[src/sv/ffa_pkg.sv]
// ----------------------------------------------------------------------------
// ffa_pkg
// Shared types and codes for the first-fit range allocator: extent entry
// layout, request opcodes, response status codes and default sizes.
// ----------------------------------------------------------------------------
package ffa_pkg;

   // width of slot numbers, counts and capacity
   localparam int WORD_W = 16;

   // default depth of the extent table
   localparam int DEF_MAX_EXTENTS = 64;

   // capacity after reset
   localparam logic [WORD_W-1:0] CAP_RESET = 16'd1024;

   // request opcodes
   localparam logic CMD_ALLOC = 1'b0;
   localparam logic CMD_FREE  = 1'b1;

   // response status codes
   localparam logic [1:0] ST_OK         = 2'd0;
   localparam logic [1:0] ST_NO_SPACE   = 2'd1;
   localparam logic [1:0] ST_TABLE_FULL = 2'd2;

   // one free extent: covers slots end_pos-size .. end_pos-1
   typedef struct packed {
      logic [WORD_W-1:0] end_pos;
      logic [WORD_W-1:0] size;
   } extent_type;

endpackage

[src/sv/ffa_if.sv]
// ----------------------------------------------------------------------------
// ffa_if
// Valid/ready channels of the allocator: request, response and the
// capacity register write port.
// ----------------------------------------------------------------------------
interface ffa_req_if import ffa_pkg::*; ();
   logic              valid;
   logic              ready;
   logic              cmd;
   logic [WORD_W-1:0] count;
   logic [WORD_W-1:0] offset;

   modport source (output valid, output cmd, output count, output offset, input ready);
   modport sink   (input valid, input cmd, input count, input offset, output ready);
endinterface

interface ffa_rsp_if import ffa_pkg::*; ();
   logic              valid;
   logic              ready;
   logic [WORD_W-1:0] alloc_offset;
   logic [1:0]        status;

   modport source (output valid, output alloc_offset, output status, input ready);
   modport sink   (input valid, input alloc_offset, input status, output ready);
endinterface

interface ffa_csr_if import ffa_pkg::*; ();
   logic              valid;
   logic              ready;
   logic [WORD_W-1:0] capacity;

   modport source (output valid, output capacity, input ready);
   modport sink   (input valid, input capacity, output ready);
endinterface

[src/sv/ffa_mem.sv]
// ----------------------------------------------------------------------------
// ffa_mem
// Extent table storage: one write port, one read port, read data
// registered (old data on a same-address collision).
// ----------------------------------------------------------------------------
module ffa_mem import ffa_pkg::*; #(
   parameter int DEPTH = DEF_MAX_EXTENTS
) (
   input  logic                       clock,
   input  logic                       wr_en,
   input  logic [$clog2(DEPTH)-1:0]   wr_addr,
   input  extent_type                 wr_data,
   input  logic [$clog2(DEPTH)-1:0]   rd_addr,
   output extent_type                 rd_data
);

   extent_type ext_mem [DEPTH];
   extent_type rd_data_ff;

   // write port
   always_ff @(posedge clock) begin
      if (wr_en) begin
         ext_mem[wr_addr] <= wr_data;
      end
   end

   // registered read port
   always_ff @(posedge clock) begin
      rd_data_ff <= ext_mem[rd_addr];
   end

   assign rd_data = rd_data_ff;

endmodule

[src/sv/ffa_ctrl.sv]
// ----------------------------------------------------------------------------
// ffa_ctrl
// Sequencer of the allocator: streams the extent table through the read
// port for first-fit and neighbor searches, shifts entries one per cycle
// on erase and insert, and holds the capacity and response registers.
// ----------------------------------------------------------------------------
module ffa_ctrl import ffa_pkg::*; #(
   parameter int MAX_EXTENTS = DEF_MAX_EXTENTS
) (
   input  logic                             clock,
   input  logic                             reset,
   ffa_req_if.sink                          req_chan,
   ffa_rsp_if.source                        rsp_chan,
   ffa_csr_if.sink                          csr_chan,
   output logic                             mem_we,
   output logic [$clog2(MAX_EXTENTS)-1:0]   mem_waddr,
   output extent_type                       mem_wdata,
   output logic [$clog2(MAX_EXTENTS)-1:0]   mem_raddr,
   input  extent_type                       mem_rdata
);

   localparam int IW = $clog2(MAX_EXTENTS);
   localparam int CW = $clog2(MAX_EXTENTS + 1);

   // sequencer states
   localparam logic [2:0] S_INIT  = 3'd0;
   localparam logic [2:0] S_IDLE  = 3'd1;
   localparam logic [2:0] S_SCAN  = 3'd2;
   localparam logic [2:0] S_FDEC  = 3'd3;
   localparam logic [2:0] S_SHIFT = 3'd4;
   localparam logic [2:0] S_FIN   = 3'd5;
   localparam logic [2:0] S_DONE  = 3'd6;

   // search kinds
   localparam logic [1:0] SCAN_ALLOC  = 2'd0;
   localparam logic [1:0] SCAN_FREE   = 2'd1;
   localparam logic [1:0] SCAN_INSERT = 2'd2;

   logic [2:0]        state_ff, state_in;
   logic [WORD_W-1:0] cap_ff, cap_in;
   logic [CW-1:0]     ext_cnt_ff, ext_cnt_in;
   logic              rsp_valid_ff, rsp_valid_in;
   logic [WORD_W-1:0] rsp_offset_ff, rsp_offset_in;
   logic [1:0]        rsp_status_ff, rsp_status_in;

   logic [WORD_W-1:0] rq_count_ff, rq_count_in;
   logic [WORD_W-1:0] rq_offset_ff, rq_offset_in;
   logic [WORD_W-1:0] new_end_ff, new_end_in;
   logic [WORD_W-1:0] new_size_ff, new_size_in;
   logic [WORD_W-1:0] res_offset_ff, res_offset_in;
   logic [1:0]        res_status_ff, res_status_in;
   logic [1:0]        mode_ff, mode_in;
   logic [CW-1:0]     iss_ff, iss_in;
   logic [CW-1:0]     chk_ff, chk_in;
   logic              vld_ff, vld_in;
   extent_type        prev_ff, prev_in;
   logic              has_prev_ff, has_prev_in;
   logic [CW-1:0]     up_ff, up_in;
   extent_type        up_ent_ff, up_ent_in;
   logic              up_vld_ff, up_vld_in;
   logic [CW-1:0]     sh_src_ff, sh_src_in;
   logic [CW-1:0]     sh_last_ff, sh_last_in;
   logic              sh_up_ff, sh_up_in;
   logic              sh_done_ff, sh_done_in;
   logic              then_ins_ff, then_ins_in;
   logic              fin_wr_ff, fin_wr_in;
   logic [CW-1:0]     fin_idx_ff, fin_idx_in;
   logic [CW-1:0]     ins_start_ff, ins_start_in;

   logic [WORD_W:0]   req_end;
   logic              iss_ok;
   logic              hit;
   logic              merge_prev;
   logic              merge_next;
   logic [WORD_W-1:0] sum_next;
   logic [WORD_W-1:0] sum_both;
   logic [CW-1:0]     wr_idx;
   extent_type        rd;

   assign rd      = mem_rdata;
   assign req_end = {1'b0, req_chan.offset} + {1'b0, req_chan.count};
   assign iss_ok  = iss_ff < ext_cnt_ff;

   // per-search match on the entry now on the read port
   always_comb begin
      case (mode_ff)
         SCAN_ALLOC:  hit = rd.size >= rq_count_ff;
         SCAN_FREE:   hit = rd.end_pos > rq_offset_ff;
         default:     hit = rd.end_pos >= new_end_ff;
      endcase
   end

   // merge decision for a free
   assign merge_prev = has_prev_ff && (prev_ff.end_pos == rq_offset_ff);
   assign merge_next = up_vld_ff && ((up_ent_ff.end_pos - up_ent_ff.size) == new_end_ff);
   assign sum_next   = up_ent_ff.size + rq_count_ff;
   assign sum_both   = sum_next + prev_ff.size;

   // shift write target
   assign wr_idx = sh_up_ff ? chk_ff + CW'(1) : chk_ff - CW'(1);

   // sequencer
   always_comb begin
      state_in      = state_ff;
      cap_in        = cap_ff;
      ext_cnt_in    = ext_cnt_ff;
      rsp_valid_in  = rsp_valid_ff & ~rsp_chan.ready;
      rsp_offset_in = rsp_offset_ff;
      rsp_status_in = rsp_status_ff;
      rq_count_in   = rq_count_ff;
      rq_offset_in  = rq_offset_ff;
      new_end_in    = new_end_ff;
      new_size_in   = new_size_ff;
      res_offset_in = res_offset_ff;
      res_status_in = res_status_ff;
      mode_in       = mode_ff;
      iss_in        = iss_ff;
      chk_in        = chk_ff;
      vld_in        = 1'b0;
      prev_in       = prev_ff;
      has_prev_in   = has_prev_ff;
      up_in         = up_ff;
      up_ent_in     = up_ent_ff;
      up_vld_in     = up_vld_ff;
      sh_src_in     = sh_src_ff;
      sh_last_in    = sh_last_ff;
      sh_up_in      = sh_up_ff;
      sh_done_in    = sh_done_ff;
      then_ins_in   = then_ins_ff;
      fin_wr_in     = fin_wr_ff;
      fin_idx_in    = fin_idx_ff;
      ins_start_in  = ins_start_ff;
      mem_we        = 1'b0;
      mem_waddr     = '0;
      mem_wdata     = '0;
      mem_raddr     = '0;

      unique case (state_ff)
         // rebuild the table as one extent over the whole pool
         S_INIT: begin
            mem_we     = 1'b1;
            mem_wdata  = '{end_pos: cap_ff, size: cap_ff};
            ext_cnt_in = (cap_ff != '0) ? CW'(1) : '0;
            state_in   = S_IDLE;
         end

         // take a request and pick the first search
         S_IDLE: begin
            if (req_chan.valid) begin
               rq_count_in   = req_chan.count;
               rq_offset_in  = req_chan.offset;
               new_end_in    = req_end[WORD_W-1:0];
               new_size_in   = req_chan.count;
               res_offset_in = '0;
               res_status_in = ST_OK;
               iss_in        = '0;
               has_prev_in   = 1'b0;
               then_ins_in   = 1'b0;
               fin_wr_in     = 1'b0;
               if (req_chan.cmd == CMD_ALLOC) begin
                  mode_in = SCAN_ALLOC;
                  if (req_chan.count == '0) begin
                     res_status_in = ST_NO_SPACE;
                     state_in      = S_DONE;
                  end else begin
                     state_in = S_SCAN;
                  end
               end else begin
                  mode_in = SCAN_FREE;
                  if (req_chan.count == '0 || req_end[WORD_W]) begin
                     state_in = S_DONE;
                  end else begin
                     state_in = S_SCAN;
                  end
               end
            end
         end

         // stream entries one per cycle, test each as it returns
         S_SCAN: begin
            mem_raddr = iss_ff[IW-1:0];
            vld_in    = iss_ok;
            chk_in    = iss_ff;
            iss_in    = iss_ff + CW'(iss_ok);
            if (vld_ff && hit) begin
               vld_in = 1'b0;
               case (mode_ff)
                  SCAN_ALLOC: begin
                     res_offset_in = rd.end_pos - rd.size;
                     if (rd.size == rq_count_ff) begin
                        // exact fit: drop the extent
                        ext_cnt_in = ext_cnt_ff - CW'(1);
                        sh_src_in  = chk_ff + CW'(1);
                        sh_last_in = ext_cnt_ff - CW'(1);
                        sh_up_in   = 1'b0;
                        sh_done_in = 1'b0;
                        state_in   = (chk_ff + CW'(1) < ext_cnt_ff) ? S_SHIFT : S_DONE;
                     end else begin
                        mem_we    = 1'b1;
                        mem_waddr = chk_ff[IW-1:0];
                        mem_wdata = '{end_pos: rd.end_pos, size: rd.size - rq_count_ff};
                        state_in  = S_DONE;
                     end
                  end
                  SCAN_FREE: begin
                     up_in     = chk_ff;
                     up_ent_in = rd;
                     up_vld_in = 1'b1;
                     state_in  = S_FDEC;
                  end
                  default: begin
                     if (rd.end_pos == new_end_ff) begin
                        // same end already present: new extent dropped
                        state_in = S_DONE;
                     end else begin
                        // open a gap at the hit position
                        ext_cnt_in = ext_cnt_ff + CW'(1);
                        sh_src_in  = ext_cnt_ff - CW'(1);
                        sh_last_in = chk_ff;
                        sh_up_in   = 1'b1;
                        sh_done_in = 1'b0;
                        fin_wr_in  = 1'b1;
                        fin_idx_in = chk_ff;
                        state_in   = S_SHIFT;
                     end
                  end
               endcase
            end else if (vld_ff) begin
               prev_in     = rd;
               has_prev_in = 1'b1;
            end else if (!iss_ok) begin
               // ran off the end of the table
               case (mode_ff)
                  SCAN_ALLOC: begin
                     res_status_in = ST_NO_SPACE;
                     state_in      = S_DONE;
                  end
                  SCAN_FREE: begin
                     up_in     = ext_cnt_ff;
                     up_vld_in = 1'b0;
                     state_in  = S_FDEC;
                  end
                  default: begin
                     mem_we     = 1'b1;
                     mem_waddr  = ext_cnt_ff[IW-1:0];
                     mem_wdata  = '{end_pos: new_end_ff, size: new_size_ff};
                     ext_cnt_in = ext_cnt_ff + CW'(1);
                     state_in   = S_DONE;
                  end
               endcase
            end
         end

         // free: merge with neighbors, prepare an insert, or reject when the table is full
         S_FDEC: begin
            sh_up_in   = 1'b0;
            sh_done_in = 1'b0;
            if (merge_next) begin
               if (merge_prev) begin
                  // merged extent lands in the previous slot, old next slot erased
                  mem_we     = 1'b1;
                  mem_waddr  = IW'(up_ff - CW'(1));
                  mem_wdata  = '{end_pos: up_ent_ff.end_pos, size: sum_both};
                  ext_cnt_in = ext_cnt_ff - CW'(1);
                  sh_src_in  = up_ff + CW'(1);
                  sh_last_in = ext_cnt_ff - CW'(1);
                  state_in   = (up_ff + CW'(1) < ext_cnt_ff) ? S_SHIFT : S_DONE;
               end else begin
                  mem_we    = 1'b1;
                  mem_waddr = up_ff[IW-1:0];
                  mem_wdata = '{end_pos: up_ent_ff.end_pos, size: sum_next};
                  state_in  = S_DONE;
               end
            end else if (!merge_prev && ext_cnt_ff >= CW'(MAX_EXTENTS)) begin
               res_status_in = ST_TABLE_FULL;
               state_in      = S_DONE;
            end else if (merge_prev) begin
               // erase the previous extent, then insert the grown one
               new_size_in  = rq_count_ff + prev_ff.size;
               ext_cnt_in   = ext_cnt_ff - CW'(1);
               ins_start_in = up_ff - CW'(1);
               sh_src_in    = up_ff;
               sh_last_in   = ext_cnt_ff - CW'(1);
               mode_in      = SCAN_INSERT;
               if (up_vld_ff) begin
                  then_ins_in = 1'b1;
                  state_in    = S_SHIFT;
               end else begin
                  iss_in   = up_ff - CW'(1);
                  state_in = S_SCAN;
               end
            end else begin
               mode_in  = SCAN_INSERT;
               iss_in   = up_ff;
               state_in = S_SCAN;
            end
         end

         // move entries one place, read one and write one per cycle
         S_SHIFT: begin
            if (!sh_done_ff) begin
               mem_raddr = sh_src_ff[IW-1:0];
               vld_in    = 1'b1;
               chk_in    = sh_src_ff;
               if (sh_src_ff == sh_last_ff) begin
                  sh_done_in = 1'b1;
               end else begin
                  sh_src_in = sh_up_ff ? sh_src_ff - CW'(1) : sh_src_ff + CW'(1);
               end
            end
            if (vld_ff) begin
               mem_we    = 1'b1;
               mem_waddr = wr_idx[IW-1:0];
               mem_wdata = rd;
               if (sh_done_ff && chk_ff == sh_last_ff) begin
                  if (then_ins_ff) begin
                     then_ins_in = 1'b0;
                     iss_in      = ins_start_ff;
                     state_in    = S_SCAN;
                  end else if (fin_wr_ff) begin
                     state_in = S_FIN;
                  end else begin
                     state_in = S_DONE;
                  end
               end
            end
         end

         // place the new extent into the opened gap
         S_FIN: begin
            mem_we    = 1'b1;
            mem_waddr = fin_idx_ff[IW-1:0];
            mem_wdata = '{end_pos: new_end_ff, size: new_size_ff};
            fin_wr_in = 1'b0;
            state_in  = S_DONE;
         end

         // hand the result to the response register
         S_DONE: begin
            if (!rsp_valid_ff || rsp_chan.ready) begin
               rsp_valid_in  = 1'b1;
               rsp_offset_in = res_offset_ff;
               rsp_status_in = res_status_ff;
               state_in      = S_IDLE;
            end
         end

         default: begin
            state_in = S_IDLE;
         end
      endcase

      // capacity write refills the table
      if (csr_chan.valid) begin
         cap_in   = csr_chan.capacity;
         state_in = S_INIT;
      end
   end

   // control registers
   always_ff @(posedge clock) begin
      if (reset) begin
         state_ff     <= S_INIT;
         cap_ff       <= CAP_RESET;
         ext_cnt_ff   <= '0;
         rsp_valid_ff <= 1'b0;
         vld_ff       <= 1'b0;
      end else begin
         state_ff     <= state_in;
         cap_ff       <= cap_in;
         ext_cnt_ff   <= ext_cnt_in;
         rsp_valid_ff <= rsp_valid_in;
         vld_ff       <= vld_in;
      end
   end

   // working registers
   always_ff @(posedge clock) begin
      rsp_offset_ff <= rsp_offset_in;
      rsp_status_ff <= rsp_status_in;
      rq_count_ff   <= rq_count_in;
      rq_offset_ff  <= rq_offset_in;
      new_end_ff    <= new_end_in;
      new_size_ff   <= new_size_in;
      res_offset_ff <= res_offset_in;
      res_status_ff <= res_status_in;
      mode_ff       <= mode_in;
      iss_ff        <= iss_in;
      chk_ff        <= chk_in;
      prev_ff       <= prev_in;
      has_prev_ff   <= has_prev_in;
      up_ff         <= up_in;
      up_ent_ff     <= up_ent_in;
      up_vld_ff     <= up_vld_in;
      sh_src_ff     <= sh_src_in;
      sh_last_ff    <= sh_last_in;
      sh_up_ff      <= sh_up_in;
      sh_done_ff    <= sh_done_in;
      then_ins_ff   <= then_ins_in;
      fin_wr_ff     <= fin_wr_in;
      fin_idx_ff    <= fin_idx_in;
      ins_start_ff  <= ins_start_in;
   end

   // channel outputs; a capacity write takes priority over a new request
   assign req_chan.ready       = (state_ff == S_IDLE) && !csr_chan.valid;
   assign csr_chan.ready       = 1'b1;
   assign rsp_chan.valid       = rsp_valid_ff;
   assign rsp_chan.alloc_offset = rsp_offset_ff;
   assign rsp_chan.status      = rsp_status_ff;

endmodule

[src/sv/first_fit_range_allocator.sv]
// ----------------------------------------------------------------------------
// first_fit_range_allocator
// Slot pool allocator over a sorted table of free extents in one memory.
// ----------------------------------------------------------------------------
// Request time: grows with the entries that the search passes, with the
//   entries moved when the table shifts, and with a merge or an insert.
// Throughput: one request in flight; the table's one read port and one write
//   port, one entry per cycle, set the rate. The response register frees the core.
// Reset and capacity writes: entry 0 is rebuilt, request ready held low.
// ----------------------------------------------------------------------------
module first_fit_range_allocator import ffa_pkg::*; #(
   parameter int MAX_EXTENTS = DEF_MAX_EXTENTS
) (
   input  logic       clock,
   input  logic       reset,
   ffa_req_if.sink    req_chan,
   ffa_rsp_if.source  rsp_chan,
   ffa_csr_if.sink    csr_chan
);

   localparam int IW = $clog2(MAX_EXTENTS);

   logic          mem_we;
   logic [IW-1:0] mem_waddr;
   extent_type    mem_wdata;
   logic [IW-1:0] mem_raddr;
   extent_type    mem_rdata;

   // sequencer
   ffa_ctrl #(
      .MAX_EXTENTS (MAX_EXTENTS)
   ) u_ctrl (
      .clock     (clock),
      .reset     (reset),
      .req_chan  (req_chan),
      .rsp_chan  (rsp_chan),
      .csr_chan  (csr_chan),
      .mem_we    (mem_we),
      .mem_waddr (mem_waddr),
      .mem_wdata (mem_wdata),
      .mem_raddr (mem_raddr),
      .mem_rdata (mem_rdata)
   );

   // extent table
   ffa_mem #(
      .DEPTH (MAX_EXTENTS)
   ) u_mem (
      .clock   (clock),
      .wr_en   (mem_we),
      .wr_addr (mem_waddr),
      .wr_data (mem_wdata),
      .rd_addr (mem_raddr),
      .rd_data (mem_rdata)
   );

   // core is busy right after taking a request
   a_busy_after_req: assert property (@(posedge clock) disable iff (reset)
      req_chan.valid && req_chan.ready |=> !req_chan.ready)
      else $error("request taken while previous request still in work");

   // table rebuild blocks requests
   a_busy_after_csr: assert property (@(posedge clock) disable iff (reset)
      csr_chan.valid && csr_chan.ready |=> !req_chan.ready)
      else $error("request taken during table rebuild");

   // a failed or rejected request never reports an offset
   a_fail_zero: assert property (@(posedge clock) disable iff (reset)
      rsp_chan.valid && rsp_chan.status != ST_OK |-> rsp_chan.alloc_offset == '0)
      else $error("nonzero offset on failed response");

endmodule
[src/flat_wrapper.sv]
// flat-port wrapper written by rule: the top's interface ports become plain ports
module first_fit_range_allocator_flat import ffa_pkg::*;
#(
   parameter int MAX_EXTENTS = DEF_MAX_EXTENTS
)
  (clock, reset, req_chan_valid, req_chan_cmd, req_chan_count, req_chan_offset, req_chan_ready, rsp_chan_valid, rsp_chan_alloc_offset, rsp_chan_status, rsp_chan_ready, csr_chan_valid, csr_chan_capacity, csr_chan_ready);
  ffa_req_if req_chan_i ();
  ffa_rsp_if rsp_chan_i ();
  ffa_csr_if csr_chan_i ();
  input  logic clock;
  input  logic reset;
  input wire logic [$bits(req_chan_i.valid)-1:0] req_chan_valid;
  input wire logic [$bits(req_chan_i.cmd)-1:0] req_chan_cmd;
  input wire logic [$bits(req_chan_i.count)-1:0] req_chan_count;
  input wire logic [$bits(req_chan_i.offset)-1:0] req_chan_offset;
  output wire logic [$bits(req_chan_i.ready)-1:0] req_chan_ready;
  output wire logic [$bits(rsp_chan_i.valid)-1:0] rsp_chan_valid;
  output wire logic [$bits(rsp_chan_i.alloc_offset)-1:0] rsp_chan_alloc_offset;
  output wire logic [$bits(rsp_chan_i.status)-1:0] rsp_chan_status;
  input wire logic [$bits(rsp_chan_i.ready)-1:0] rsp_chan_ready;
  input wire logic [$bits(csr_chan_i.valid)-1:0] csr_chan_valid;
  input wire logic [$bits(csr_chan_i.capacity)-1:0] csr_chan_capacity;
  output wire logic [$bits(csr_chan_i.ready)-1:0] csr_chan_ready;
  assign req_chan_i.valid = req_chan_valid;
  assign req_chan_i.cmd = req_chan_cmd;
  assign req_chan_i.count = req_chan_count;
  assign req_chan_i.offset = req_chan_offset;
  assign req_chan_ready = req_chan_i.ready;
  assign rsp_chan_valid = rsp_chan_i.valid;
  assign rsp_chan_alloc_offset = rsp_chan_i.alloc_offset;
  assign rsp_chan_status = rsp_chan_i.status;
  assign rsp_chan_i.ready = rsp_chan_ready;
  assign csr_chan_i.valid = csr_chan_valid;
  assign csr_chan_i.capacity = csr_chan_capacity;
  assign csr_chan_ready = csr_chan_i.ready;
  first_fit_range_allocator #(.MAX_EXTENTS(MAX_EXTENTS)) u_core (.clock(clock), .reset(reset), .req_chan(req_chan_i), .rsp_chan(rsp_chan_i), .csr_chan(csr_chan_i));
endmodule
[config.mk]
export PLATFORM = sky130hd
export DESIGN_NAME = first_fit_range_allocator_flat
export DESIGN_NICKNAME = d
export VERILOG_FILES = /design/src/sv/ffa_pkg.sv /design/src/sv/ffa_if.sv /design/src/sv/ffa_mem.sv /design/src/sv/ffa_ctrl.sv /design/src/sv/first_fit_range_allocator.sv /design/src/flat_wrapper.sv
export SDC_FILE = /design/constraint.sdc
export NUM_CORES = 2
export LEC_CHECK = 0
export BUFFER_PORTS_ARGS = -buffer_cell sky130_fd_sc_hd__buf_2
export CORE_MARGIN = 3
export CORE_UTILIZATION = 55
export CTS_BUF_LIST = sky130_fd_sc_hd__clkbuf_8
export DETAILED_ROUTE_END_ITERATION = 8
export PLACE_DENSITY = 0.72
export SYNTH_ARGS = -nofsm -noshare
export SYNTH_HDL_FRONTEND = slang
export SYNTH_HIERARCHICAL = 1
export SYNTH_SLANG_ARGS = --single-unit
[constraint.sdc]
create_clock -name clock -period 7.2 [get_ports clock]
set_input_delay 1.08 -clock clock [delete_from_list [all_inputs] [get_ports clock]]
set_output_delay 1.08 -clock clock [all_outputs]
set_load 0.01 [all_outputs]
==> run_results.csv <==
group,metric,value,unit
pwr,leakagePower,35.47,nW
detailed_routing,avgRoutedWirePerCell,30.91,um
synth,main_combinational_cell_family_by_area_after_synthesis,"multiplexers",
grt,globalRouteMet3Util,6.638,%
synth,ys.warnings.count,6,
synth,synth.distinct_cells,91,
job,timing.max_cap.violations,0,
placed_design,routabilityCongestion,0.9690,
timing,rsz0062_at_grt,"no",
layout,post-route-util,62.02,%
cts,cts.clk_slew.worst_paths,60,ps
grt,final_global_route_overflow_total,0,
synth,simple_logic_cell_fraction_of_the_synthesized_area,3.955,%
floorplan,initial_utilization,55.57,%
timing,maxSlewHeadroom,14.84,%
layout,flow.area_growth_from_synthesis,11.62,%
timing,final.period_utilization,85.03,%
synth,synth_nets,5633,
timing,setup-violations-final,0,
cts,insertion_delay,1060,ps
detailed_routing,postRouteWirelength,259.8,mm
placed_design,dpl-instance-area,101700,sq um
timing,hold_worst_slack,231.6,ps
synth,yosys.area_share.xor_xnor,1.560,%
hold_path,worst_hold_path.num_cells,1,
grt,grt_max_degree,65,
layout,stdcell_count,8405,
grt,grt_pass1_vias,54444,
detailed_routing,post_route_antenna_net_violation_count,0,
grt,grt_antenna_before_repair,21,
timing,final.setup_skew,98.52,ps
timing,tns,0,ps
placed_design,post-place-ws,1256,ps
grt,gr-usage-all-layers,28.82,%
layout,fin_area,108400,sq um
critical_path,worst_ep_required_time,7820,ps
synth,synth_async_sr_flop_share,0,%
detailed_routing,detail_route.first_pass.iterations,8,
cts,cts_post_setup_buffers_inserted,0,
critical_path,path_class,"reg2reg",
layout,layout.nets,6035,
critical_path,worstSetupEndpointType,"flop",
cts,cts_htree_levels,5,
cts,tritoncts_buffers,379,
timing,final_hold_violation_count,0,
placed_design,number_of_cells_in_the_design_after_placement,7745,
timing,clock.fmax,0.1633,GHz
synth,synth-compound-area-share,5.947,%
synth,syn_inst,5399,
timing,report.final.slew_viol_count,0,
synth,synth_ff_type,"sky130_fd_sc_hd__edfxtp_1",
grt,global_route_wire_length_before_repair,376.0,mm
pwr,power.density_cell_area,247.2,nW/um^2
outcome,outcome,"finished clean",
grt,grt_util_met1,40.39,%
cts,clock_path_buffers,4,
cts,cts_root_buffer,"sky130_fd_sc_hd__clkbuf_8",
cts,postCtsResizedCells,0,
pwr,irDropWorstVdd,0.1855,mV
floorplan,floorplan.rows,153,
detailed_routing,detailroute.via_count,54740,
grt,grt_most_used_layer,"met2",
placed_design,io_buffer_count,73,
detailed_routing,drt_first_iter_violations,6962,
pwr,total_power,26.80,mW
synth,post_synth_instance_area,97120,sq um
detailed_routing,detail_route.vias_per_cell,6.513,
timing,postLayoutSetupSlackWorst,1078,ps
floorplan,die_width,426.2,um
floorplan,ios,75,
synth,yosys_register_bits,2328,
floorplan,coreArea,174800,sq um
floorplan,die_height,426.2,um
floorplan,fp.dieArea,181700,sq um
critical_path,timing.reg2reg.worst_path_depth,13,
synth,synth_fa_ha_area_share,2.381,%
layout,fill_cells,12167,
hold_path,min-delay-path-class,"in2reg",
timing,tightestPinTransition,1273,ps
critical_path,cp_max_fo,32,
cts,clock_sink_count,2328,
grt,use_met2,44.10,%
critical_path,startpoint_type,"flop",
synth,synth.area.mux_share,12.61,%
synth,synth-edff-count,2268,
cts,tritoncts,"done",
cts,ctsHoldBuffers,0,
critical_path,arrival,6740,ps
synth,synth_seq_area_share,71.36,%
detailed_routing,drc_errors,0,
timing,fin_crit,6122,ps
synth,mean_instance_size_in_the_synthesized_netlist,17.99,sq um
placed_design,dp.final_hpwl,163.1,mm
layout,drive_above_1_share,22.34,%
==> cells in the final DEF, fill, tap and decap left out, drive strengths merged, types with 38 or more instances in the layout <==
cell / n
a31oi: 38
xnor2: 115
mux4: 446
ha: 172
inv: 261
nand3: 89
clkbuf: 390
nand2: 192
a21o: 43
xor2: 58
a22oi: 135
o21ai: 154
mux2i: 218
nor3: 48
a21oi: 148
clkinv: 130
nor2b: 38
o22ai: 52
buf: 296
dfxtp: 60
nor2: 229
a211oi: 38
nand2b: 38
edfxtp: 2268
==> worst max-delay path, cell delays in order, from the launching register on <==
cell and delay [ps]:
sky130_fd_sc_hd__edfxtp_1 430, sky130_fd_sc_hd__ha_1 250, sky130_fd_sc_hd__fa_1 450, sky130_fd_sc_hd__xnor2_1 220, sky130_fd_sc_hd__xnor2_1 140, sky130_fd_sc_hd__nand3_1 110, sky130_fd_sc_hd__a2111oi_0 590, sky130_fd_sc_hd__nand4_1 230
sky130_fd_sc_hd__nor3b_1 250, sky130_fd_sc_hd__and4_1 450, sky130_fd_sc_hd__and2_1 270, sky130_fd_sc_hd__a21o_1 440, sky130_fd_sc_hd__nand4_1 740, sky130_fd_sc_hd__nor2_4 1100
==> sequential cells by signal, summed over array words and instances, names as in the netlist, 32 cells and up <==
register / count
u_core/u_ctrl/prev_ff: 32
u_core/u_mem/rd_data: 32
u_core/u_ctrl/up_ent_ff: 32
u_core/u_mem/ext_mem: 2048
==> cell type report <==
class                   count  area, sq um  share of cell area (%)
clock buffers             390         5368                   4.952
multi-input cells        2652        26630                   24.56
diodes                     10        25.02                 0.02309
inverters                 144        540.5                  0.4986
well taps                2325         2909                   2.684
repair buffers            296         2290                   2.112
flip-flops and latches   2328        69310                   63.94
clock inverters           260         1335                   1.232
==> layer usage <==
metal,routed length (um),part of all wire (%)
met1,99280,38
met2,120900,47
met3,28680,11
met4,10960,4.2
met5,45,0.017
==> synthesized netlist by cell type (43+ instances only) <==
library cell	instances	area [sq um]
sky130_fd_sc_hd__a21oi_1	148	740.7
sky130_fd_sc_hd__nand2_1	192	720.7
sky130_fd_sc_hd__nor2_1	229	859.6
sky130_fd_sc_hd__o22ai_1	52	325.3
sky130_fd_sc_hd__clkbuf_1	135	506.7
sky130_fd_sc_hd__xnor2_1	115	1007
sky130_fd_sc_hd__edfxtp_1	2268	68110
sky130_fd_sc_hd__a22oi_1	135	1013
sky130_fd_sc_hd__xor2_1	58	508.0
sky130_fd_sc_hd__nand3_1	89	445.4
sky130_fd_sc_hd__o21ai_0	151	755.7
sky130_fd_sc_hd__mux4_2	446	10040
sky130_fd_sc_hd__inv_1	143	536.8
sky130_fd_sc_hd__nor3_1	48	240.2
sky130_fd_sc_hd__buf_2	56	280.3
sky130_fd_sc_hd__dfxtp_1	60	1201
sky130_fd_sc_hd__a21o_1	43	322.8
sky130_fd_sc_hd__ha_1	172	2152
sky130_fd_sc_hd__mux2i_1	218	2182
==> logic make-up after synthesis <==
family          after synthesis
flops                      2328
compound gates              841
simple gates                791
mux                         666
buf+inv                     419
fa+ha+maj                   180
xor+xnor                    173
other cells                   1
==> worst paths after layout <==
kind,start,end,slack [ps]
setup / recovery,u_core/u_ctrl/up_ent_ff[0],u_core/u_mem/ext_mem[7][23],1080
hold / removal,req_chan_offset[14],u_core/u_ctrl/rq_offset_ff[14],230
setup reg to reg,u_core/u_ctrl/up_ent_ff[0],u_core/u_mem/ext_mem[7][23],1080
hold reg to reg,u_core/u_ctrl/res_offset_ff[5],u_core/u_ctrl/rsp_chan.alloc_offset[5],420
==> where the power goes <==
| part | internal [mW] | switching, mW |
|---|---|---|
| Clock | 5.35 | 5.05 |
| Sequential | 15.0 | 0.0993 |
| Combinational | 0.377 | 0.895 |
| Total | 20.8 | 6.05 |
Power figures use the tool's default switching activity.
